==> src/sv/asb_pkg.sv <==
// shared types and constants for the one-axis broad-phase table
`default_nettype none
package asb_pkg;

    localparam int unsigned ID_W     = 6;
    localparam int unsigned POS_W    = 24;
    localparam int unsigned RAD_W    = 16;
    localparam int unsigned WIN_W    = 26;
    localparam int unsigned MASK_W   = 64;
    localparam int unsigned GROUP_SZ = 8;

    typedef enum logic [1:0] {
        KIND_INSERT = 2'd0,
        KIND_UPDATE = 2'd1,
        KIND_REMOVE = 2'd2,
        KIND_QUERY  = 2'd3
    } t_kind;

    typedef enum logic [1:0] {
        ST_OK     = 2'd0,
        ST_ABSENT = 2'd1,
        ST_DUP    = 2'd2
    } t_status;

    typedef enum logic [4:0] {
        S_IDLE  = 5'b00001,
        S_APPLY = 5'b00010,
        S_RED1  = 5'b00100,
        S_RED2  = 5'b01000,
        S_DONE  = 5'b10000
    } t_state;

    typedef struct packed {
        logic    load;
        logic    set_status;
        t_status status;
        logic    do_write;
        logic    do_clear;
        logic    do_query;
        logic    red1;
        logic    red2;
        logic    out_load;
    } t_cmd;

    typedef struct packed {
        t_kind kind;
        logic  id_valid;
        logic  id_present;
    } t_stat;

endpackage
`default_nettype wire

==> src/sv/asb_ctrl.sv <==
// controller: sequences accept, table update, radius reduction and result handoff
`default_nettype none
module asb_ctrl
    import asb_pkg::*;
(
    input  wire logic  i_clk,
    input  wire logic  i_rst_n,
    input  wire logic  i_in_valid,
    output logic       o_in_ready,
    output logic       o_out_valid,
    input  wire logic  i_out_ready,
    input  wire t_stat i_stat,
    output t_cmd       o_cmd
);

    t_state r_state;
    t_state n_state;
    logic   r_out_valid;
    logic   n_out_valid;
    logic   w_change;

    always_comb begin
        o_cmd            = '0;
        o_cmd.status     = ST_OK;
        w_change         = 1'b0;
        n_state          = r_state;
        unique case (r_state)
            S_IDLE: begin
                o_cmd.load = i_in_valid;
                if (i_in_valid) begin
                    n_state = S_APPLY;
                end
            end
            S_APPLY: begin
                o_cmd.set_status = 1'b1;
                if (i_stat.kind == KIND_QUERY) begin
                    o_cmd.do_query = 1'b1;
                end else if (!i_stat.id_valid) begin
                    o_cmd.status = ST_ABSENT;
                end else if (i_stat.kind == KIND_INSERT) begin
                    if (i_stat.id_present) begin
                        o_cmd.status = ST_DUP;
                    end else begin
                        o_cmd.do_write = 1'b1;
                        w_change       = 1'b1;
                    end
                end else if (!i_stat.id_present) begin
                    o_cmd.status = ST_ABSENT;
                end else if (i_stat.kind == KIND_UPDATE) begin
                    o_cmd.do_write = 1'b1;
                    w_change       = 1'b1;
                end else begin
                    o_cmd.do_clear = 1'b1;
                    w_change       = 1'b1;
                end
                n_state = w_change ? S_RED1 : S_DONE;
            end
            S_RED1: begin
                o_cmd.red1 = 1'b1;
                n_state    = S_RED2;
            end
            S_RED2: begin
                o_cmd.red2 = 1'b1;
                n_state    = S_DONE;
            end
            S_DONE: begin
                if (!r_out_valid || i_out_ready) begin
                    o_cmd.out_load = 1'b1;
                    n_state        = S_IDLE;
                end
            end
            default: begin
                n_state = S_IDLE;
            end
        endcase
    end

    always_comb begin
        if (o_cmd.out_load) begin
            n_out_valid = 1'b1;
        end else if (i_out_ready) begin
            n_out_valid = 1'b0;
        end else begin
            n_out_valid = r_out_valid;
        end
    end

    always_ff @(posedge i_clk) begin
        if (!i_rst_n) begin
            r_state     <= S_IDLE;
            r_out_valid <= 1'b0;
        end else begin
            r_state     <= n_state;
            r_out_valid <= n_out_valid;
        end
    end

    assign o_in_ready  = (r_state == S_IDLE);
    assign o_out_valid = r_out_valid;

    a_onehot_state: assert property (@(posedge i_clk) disable iff (!i_rst_n)
        $onehot(r_state))
        else $error("state not one-hot");

    a_no_overwrite: assert property (@(posedge i_clk) disable iff (!i_rst_n)
        o_cmd.out_load |-> (!r_out_valid || i_out_ready))
        else $error("pending result overwritten");

    a_tree_two_steps: assert property (@(posedge i_clk) disable iff (!i_rst_n)
        (o_cmd.do_write || o_cmd.do_clear) |=> o_cmd.red1 ##1 o_cmd.red2)
        else $error("radius reduction skipped after table change");

endmodule
`default_nettype wire

==> config.mk <==
export PLATFORM = sky130hd
export DESIGN_NAME = asb_ctrl
export DESIGN_NICKNAME = d
export VERILOG_FILES = /design/src/sv/asb_pkg.sv /design/src/sv/asb_ctrl.sv
export SDC_FILE = /design/constraint.sdc
export NUM_CORES = 1
export LEC_CHECK = 0
export ABC_AREA = 1
export BUFFER_PORTS_ARGS = -buffer_cell sky130_fd_sc_hd__buf_4
export CORE_AREA = 2 2 39 41
export CTS_CLUSTER_DIAMETER = 60
export CTS_CLUSTER_SIZE = 8
export DETAILED_ROUTE_END_ITERATION = 6
export DIE_AREA = 0 0 41 43
export GPL_TIMING_DRIVEN = 0
export PLACE_DENSITY_LB_ADDON = 0.3
export REMOVE_ABC_BUFFERS = 1
export SETUP_SLACK_MARGIN = 0.15
export SYNTH_ARGS = -nofsm -noshare
export SYNTH_HDL_FRONTEND = slang
export SYNTH_SLANG_ARGS = --single-unit
==> constraint.sdc <==
create_clock -name i_clk -period 1.8 [get_ports i_clk]
set_input_delay 0.45 -clock i_clk [delete_from_list [all_inputs] [get_ports i_clk]]
set_output_delay 0.45 -clock i_clk [all_outputs]
set_load 0.01 [all_outputs]
==> impl_metrics.tcl, run 1 <==
set metrics [dict create \
    status "completed" \
    synthXorXnorAreaFrac_pct 0 \
    p_switching_w 0.000110 \
    insertedDiodeCount 0 \
    clock_latency_ps 240 \
    path_delay_family "flip-flops" \
    syn_inst 73 \
    grt_util_all_layers_pct 14.1 \
    dr.pass1.iters 3 \
    start_util_pct 34.9 \
    fin_crit_sh_pct 93.4 \
    intPower_w 0.000260 \
    vias 520 \
    synth_compound_area_share_pct 9.84 \
    fp-row-count 14 \
    path_clk_slew_ps 50 \
    synth_area_leader_cell "dfxtp_1" \
    max_freq_mhz 595 \
    syn-cell-area_um2 483 \
    cts_root_buf "clkbuf_4" \
    seq_power_share_pct 38.9 \
    end_kind "output port" \
    path_cells "nor2_4, nand2_4, nor2_8, inv_4, a211oi_2, buf_4" \
    ff_latch_area_um2 123 \
    swShare_pct 29.8 \
    nets 110 \
    finClkSkew_ps 4.41 \
    critPathMaxFanout 4 \
    drv_slew 0 \
    wl_per_cell_um 9.48 \
    clock_power_share_pct 33.1 \
    path_class "flop to output port" \
    max_slew_margin_pct 81.9 \
    synth_top_cell_area_share_pct 24.9 \
    synthTopCellsByArea "dfxtp_1 (25%), nor2_1 (12%), inv_1 (12%)" \
    drive_gt1_share_pct 43.9 \
    crit_arrival_ps 1230 \
    setup_violations 0 \
    p_per_area_nw_per_um2 525 \
    final_hold_viol_count 0 \
    hpwl_um 844 \
    grt_pass1_wl_um 1700 \
    crit_slowest_cell "dfxtp_2" \
    pwr-share-comb_pct 28.0 \
    core_area_um2 1380 \
    htreeDepth 1 \
    cap_violations 0 \
    tightest_slew_ps 271 \
    dieArea_um2 1760 \
    critPathLaunchType "flop" \
    place.gp.congestion 0.768 \
    multi_input_area_um2 297 \
    die_height_um 43 \
    rsz0062_at_grt "yes" \
    tns_ps 0 \
    ys_types 20 \
    grt_max_degree 6 \
    die_w_um 41 \
    clkSinkCount 6 \
    cts_buffers 3 \
    yosysWarningCount 0 \
    hold_class "primary input to flop" \
    n_fill_cell 146 \
    hold_slack_ps 406 \
    ctsHoldBuffers 0 \
    num_io_pins 20 \
    muxShareOfSynthArea_pct 0 \
    antenna_found_initial 0 \
    area_growth_pct 45.9 \
    period_minus_slack_ps 1680 \
    clk_path_buf_depth 2 \
    detail-route-antenna-nets 0 \
    synth_seq_cells 6 \
    cts_tree "yes" \
    cellLeakagePower_nw 0.385 \
    grt_overflow 0 \
    routed_via_density 4.56 \
    synth-seq-area-share_pct 24.9 \
    wirelength_um 1080 \
    synthAdderAreaFrac_pct 5.18 \
    drtIter0Drc 6 \
    grt_pass1_vias 447 \
    synth_area_per_cell_um2 6.62 \
    synthSimpleGateAreaFrac_pct 45.3 \
    critPathRequiredTime_ps 1350 \
    crit_buf_inv 2 \
    critical-path-max-stage-delay_ps 330 \
    synth_top_family_by_area "simple AND/OR/NAND/NOR gates" \
    port_buffers 19 \
    vdd_drop_max_mv 0.315 \
    route.detailed.drc 0 \
]
-- through the flow --
step	std cells	utilization, %	setup WS, ps	cell area (um^2)	total power [W]
2_1_floorplan	72	-	365	475	0.000204
3_3_place_gp	107	46.1	144	638	0.000242
3_5_place_dp	107	46.1	114	638	0.000244
4_1_cts	113	49.8	76.0	689	0.000375
5_1_grt	114	50.9	24.4	704	0.000396
6_report	114	50.9	119	704	0.000370
-- cells in the final DEF (no fill, tap or decap), types with 3 or more instances in the layout --
cell type	instances
inv_1	13
clkbuf_4	3
inv_2	3
nand2_1	8
nor2_1	15
nand3_1	7
a21oi_1	3
buf_4	22
dfxtp_1	4
-- synthesized netlist by cell type --
cell type  instances
buf_4              1
nand3_2            1
nand3_1            7
o2111a_1           1
inv_1             15
nor3_1             1
a211oi_2           1
nor2_4             1
inv_2              2
nand4_1            1
nand2_1            9
ha_1               2
nand2_2            1
nor2_8             1
nor2_1            16
o21ai_2            1
a21oi_1            3
dfxtp_1            6
nand2_4            1
nor3_2             2
-- cell families (layout without fill, tap and decap cells) --
kind of cell,after synthesis,in the layout
simple gates,41,41
compound gates,6,6
fa+ha+maj,2,2
flops,6,6
buf+inv,18,43
-- worst register-to-register path, stage by stage (launching register included) --
cell and delay [ps]:
dfxtp_1 380, inv_2 80, nand2_4 90, nor2_8 40, buf_4 130, buf_6 110
o21ai_2 40, nand3_1 80, nand2_1 60, inv_1 30
-- power groups by stage --
stage	clock, W	sequential, W	combinational, W
finish	0.000123	0.000144	0.000104
global route	0.000136	0.000145	0.000115
CTS	0.000131	0.000143	0.000101
detailed placement	0	0.000145	0.0000984
global placement	0	0.000145	0.0000966
floorplan	0	0.000145	0.0000596
-- state kept, by name (all words and copies together) (netlist names) --
name         cells
o_out_valid      1
r_state          5
-- area by class of cell --
class	instances	area share, %
multi-input combinational	49	42.1
clock buffer	3	3.20
inverter	17	9.41
tap	16	2.84
timing repair buffer	23	25.0
sequential	6	17.4
-- worst paths after layout --
check | startpoint | end | slack, ps | depth (start not counted)
setup / recovery | r_state[2] | o_cmd[6] | 120 | 6
hold / removal | i_rst_n | r_state[4] | 410 | 3
setup reg to reg | r_state[4] | r_state[4] | 650 | 9
hold reg to reg | o_out_valid | o_out_valid | 570 | 4
-- layer usage --
layer / wire length, um / track usage [%] / share of wire, %
met1: 446 / 15.9 / 41
met2: 549 / 22.8 / 51
met3: 76 / 1.57 / 7.0
met4: 8 / 10.0 / 0.74
met5: 0 / 0 / 0
-- what timing repair did --
item,CTS,global route
setup endpoints to repair,5,11
gates resized for setup,4,4
gates cloned,0,0
pin swaps,3,2
setup buffers,3,1
(Power assumes the default switching activity.)
==> run 2, diff against run 1 <==
Settings changed: BUFFER_PORTS_ARGS -buffer_cell sky130_fd_sc_hd__buf_4 to -buffer_cell sky130_fd_sc_hd__buf_2.
==> impl_metrics.tcl, run 2 (synthesis gave the netlist of run 1 again) <==
set metrics [dict create \
    dr_wl_met2_um 550 \
    largest_register "r_state" \
    reg2reg_from "r_state[4]" \
    fin_crit_sh_pct 95.0 \
    max_freq_mhz 585 \
    n_fill_cell 145 \
    wirelength_um 1140 \
    clkSinkCount 6 \
    wl_per_cell_um 9.89 \
    grt_overflow 0 \
    crit_slowest_cell "dfxtp_2" \
    route.detailed.drc 0 \
    fp-row-count 14 \
    vias 554 \
    start_util_pct 34.9 \
    vdd_drop_max_mv 0.334 \
    clock_latency_ps 250 \
    critPathLaunchType "flop" \
    grt_util_all_layers_pct 15.9 \
    path_clk_slew_ps 40 \
    period_minus_slack_ps 1710 \
    ff_latch_area_um2 123 \
    max_slew_margin_pct 81.2 \
    insertedDiodeCount 0 \
    path_class "flop to output port" \
    crit_arrival_ps 1260 \
    final_common_cell "buf_2" \
    end_kind "output port" \
    p_per_area_nw_per_um2 550 \
    final_util_pct 47.8 \
    intPower_w 0.000251 \
    cts_buffers 3 \
    crit_buf_inv 2 \
    port_buffers 19 \
    p_switching_w 0.000113 \
    cellLeakagePower_nw 0.385 \
    nets 111 \
    reg2reg_depth 10 \
    place.gp.congestion 0.820 \
    mostFrequentLayoutCells "buf_2 (19), nor2_1 (16), inv_1 (14), nand2_1 (8), nand3_1 (7)" \
    tightest_slew_ps 281 \
    met1_length_um 436 \
    holdCritStartpoint "i_rst_n" \
    finClkSkew_ps 2.50 \
    ctsHoldBuffers 0 \
    grt_pass1_wl_um 1810 \
    pwr-share-comb_pct 26.1 \
    grt_max_degree 6 \
    seq_power_share_pct 39.4 \
    die_height_um 43 \
    swShare_pct 30.9 \
    top_layer_used "met4" \
    path_cells "nor2_4, nand2_4, nor2_8, inv_4, a211oi_2, buf_2" \
    cts_root_buf "clkbuf_4" \
    path_delay_family "simple AND/OR/NAND/NOR gates" \
    hold_path_end "r_state[0]" \
    dr.pass1.iters 4 \
    met3_length_um 100 \
    rsz0062_at_grt "yes" \
    cts_tree "yes" \
    largest_register_ffs 5 \
    clk_path_buf_depth 2 \
    whs_path_depth 2 \
    hpwl_um 837 \
    die_w_um 41 \
    rrSetupSlack_ps 510 \
    area_growth_pct 37.0 \
    drtIter0Drc 8 \
    drv_slew 0 \
    num_io_pins 20 \
    tns_ps 0 \
    r2r-end "r_state[4]" \
    clock_power_share_pct 34.5 \
    critPathMaxFanout 4 \
    htreeDepth 1 \
    status "completed" \
    antenna_found_initial 0 \
    routed_via_density 4.82 \
    setup_violations 0 \
    core_area_um2 1380 \
    detail-route-antenna-nets 0 \
    grt_pass1_vias 484 \
    cap_violations 0 \
    critPathRequiredTime_ps 1350 \
    multi_input_area_um2 294 \
    drive_gt1_share_pct 42.4 \
    final_hold_viol_count 0 \
    hold_class "primary input to flop" \
    critical-path-max-stage-delay_ps 330 \
    dieArea_um2 1760 \
]
==> run 2: stage by stage <==
step           cell area [um^2]  power, W  hold slack [ps]  worst slack (ps)  cells
2_1_floorplan               475  0.000204              529               365     72
3_5_place_dp                591  0.000234              564               126    107
6_report                    662  0.000364              425              90.3    115
5_1_grt                     662  0.000399              424              2.94    115
4_1_cts                     643  0.000367              424              69.0    113
3_3_place_gp                591  0.000232              560               150    107
==> run 2: power by group through the flow <==
stage / Clock [W] / Sequential (W) / Combinational, W
final: 0.000126 / 0.000143 / 0.0000949
after global routing: 0.000147 / 0.000144 / 0.000108
after CTS: 0.000132 / 0.000143 / 0.0000913
after detailed placement: 0 / 0.000145 / 0.0000885
after global placement: 0 / 0.000145 / 0.0000869
after floorplan: 0 / 0.000145 / 0.0000596
==> run 2: routing by layer <==
metal  vias to the layer above  GRT usage [%]
met4                         0           14.0
li1                        281              -
met3                         7           4.71
met5                         -              0
met2                        30           25.6
met1                       236           14.9
==> run 2: what timing repair did <==
action,CTS,global route
setup buffers,3,2
setup endpoints to repair,5,11
pin swaps,5,2
gates resized for setup,5,1
==> run 2: worst max-delay path by stage <==
stage,depth (start not counted),startpoint,to
after floorplan,5,i_stat[2],o_cmd[6]
after global placement,7,i_stat[3],o_cmd[6]
after detailed placement,7,i_stat[2],o_cmd[6]
after CTS,6,r_state[3],o_cmd[6]
after global routing,6,r_state[2],o_cmd[6]
final,6,r_state[2],o_cmd[6]
==> run 2: layout make-up <==
class,instances,area share (%)
clock buffer,3,3.40
inverter,17,10.0
multi-input combinational,49,44.4
sequential,6,18.5
tap,16,3.02
timing repair buffer,24,20.6
==> run 3, diff against run 2 <==
Settings changed: SETUP_SLACK_MARGIN 0.15 to unset.
==> impl_metrics.tcl, run 3 (synthesis gave the netlist of run 1 again) <==
set metrics [dict create \
    rsz0062_at_grt "yes" \
    dr.pass1.iters 4 \
    clkSinkCount 6 \
    core_area_um2 1380 \
    path_class "flop to output port" \
    dpl.cell_count 107 \
    grt_pass1_vias 457 \
    place.gp.congestion 0.820 \
    finClkSkew_ps 2.47 \
    p_per_area_nw_per_um2 559 \
    largest_register "r_state" \
    final_common_cell "buf_2" \
    post-route-cell-area_um2 647 \
    num_io_pins 20 \
    cts_buffers 3 \
    cap_violations 0 \
    status "completed" \
    grt_util_all_layers_pct 15.2 \
    port_buffers 19 \
    wl_per_cell_um 9.71 \
    routed_via_density 4.68 \
    cts_tree "yes" \
    max_freq_mhz 575 \
    finalPower_w 0.000362 \
    instances_no_fill 114 \
    tightest_slew_ps 287 \
    critPathRequiredTime_ps 1350 \
    max_slew_margin_pct 80.8 \
    die_w_um 41 \
    detail-route-antenna-nets 0 \
    insertedDiodeCount 0 \
    dieArea_um2 1760 \
    antenna_found_initial 0 \
    critPathMaxFanout 4 \
    cellLeakagePower_nw 0.380 \
    grt_pass1_wl_um 1710 \
    period_minus_slack_ps 1740 \
    htreeDepth 1 \
    vdd_drop_max_mv 0.334 \
    die_height_um 43 \
    vias 534 \
    fp-row-count 14 \
    hold_slack_ps 425 \
    fin_crit_sh_pct 96.7 \
    ctsHoldBuffers 0 \
    critPathLaunchType "flop" \
    cts_root_buf "clkbuf_4" \
    drive_gt1_share_pct 40.8 \
    tns_ps 0 \
    setup_violations 0 \
    drtIter0Drc 10 \
    hpwl_um 837 \
    clock_latency_ps 250 \
    hold_class "primary input to flop" \
    area_growth_pct 33.9 \
    mostFrequentLayoutCells "buf_2 (19), nor2_1 (16), inv_1 (14), nand2_1 (8), nand3_1 (7)" \
    end_kind "output port" \
    final_hold_viol_count 0 \
    grt_max_degree 6 \
    start_util_pct 34.9 \
    largest_register_ffs 5 \
    drv_slew 0 \
    crit_arrival_ps 1290 \
    clk_path_buf_depth 2 \
    route.detailed.drc 0 \
    path_clk_slew_ps 40 \
    grt_overflow 0 \
    nets 110 \
    wirelength_um 1110 \
    place_area_um2 591 \
]
-- run 3: cell types whose count changed in the layout (fill, tap and decap cells not counted) --
cell,previous run,this run
dfxtp_2,2,1
dfxtp_1,4,5
inv_4,1,0
buf_6,1,0
inv_2,2,3
-- run 3: cell type report --
cell class / count / area [um^2]
tap: 16 / 20.0
timing repair buffer: 23 / 125
sequential: 6 / 121
fill: 146 / 737
clock buffer: 3 / 22.5
inverter: 17 / 63.8
multi-input combinational: 49 / 294
-- run 3: per-stage QoR --
| stage | worst slack, ps | utilization, % |
|---|---|---|
| global placement | 150 | 42.7 |
| floorplan | 365 | - |
| detailed placement | 126 | 42.7 |
| finish | 59.6 | 46.7 |
| CTS | 29.3 | 44.8 |
| global route | -29.5 | 46.7 |
-- run 3: worst paths after layout --
path	slack (ps)	cells after the start	start	to
hold reg to reg	570	4	o_out_valid	o_out_valid
hold / removal	430	2	i_rst_n	r_state[0]
setup reg to reg	610	9	r_state[3]	r_state[4]
setup / recovery	60	6	r_state[2]	o_cmd[6]
-- run 3: routing by layer --
metal  GRT usage, %  routed length, um  part of all wire (%)
met1           14.6                437                    39
met2           23.8                555                    50
met3           4.71                 80                   7.2
met4           14.0                 34                   3.1
met5              0                  0                     0
-- run 3: worst max-delay path: stages (launching register included) --
cell and delay [ps]:
dfxtp_2 330, nor2_4 150, nand2_4 80, nor2_8 120, inv_2 60, a211oi_2 130
buf_2 150
-- run 3: power breakdown --
group          internal (W)  switching (W)  leakage (nW)   total, W
Clock             0.0000755      0.0000501        0.0138   0.000126
Sequential         0.000139     0.00000451        0.0494   0.000143
Combinational     0.0000356      0.0000571         0.317  0.0000927
Total              0.000250       0.000112         0.380   0.000362
-- run 3: repair_timing --
| action | 4_1_cts | 5_1_grt |
|---|---|---|
| setup endpoints to repair | 1 | 3 |
| resized for setup | 0 | 3 |
| buffers inserted | 1 | 3 |
| pin swaps | 1 | 3 |
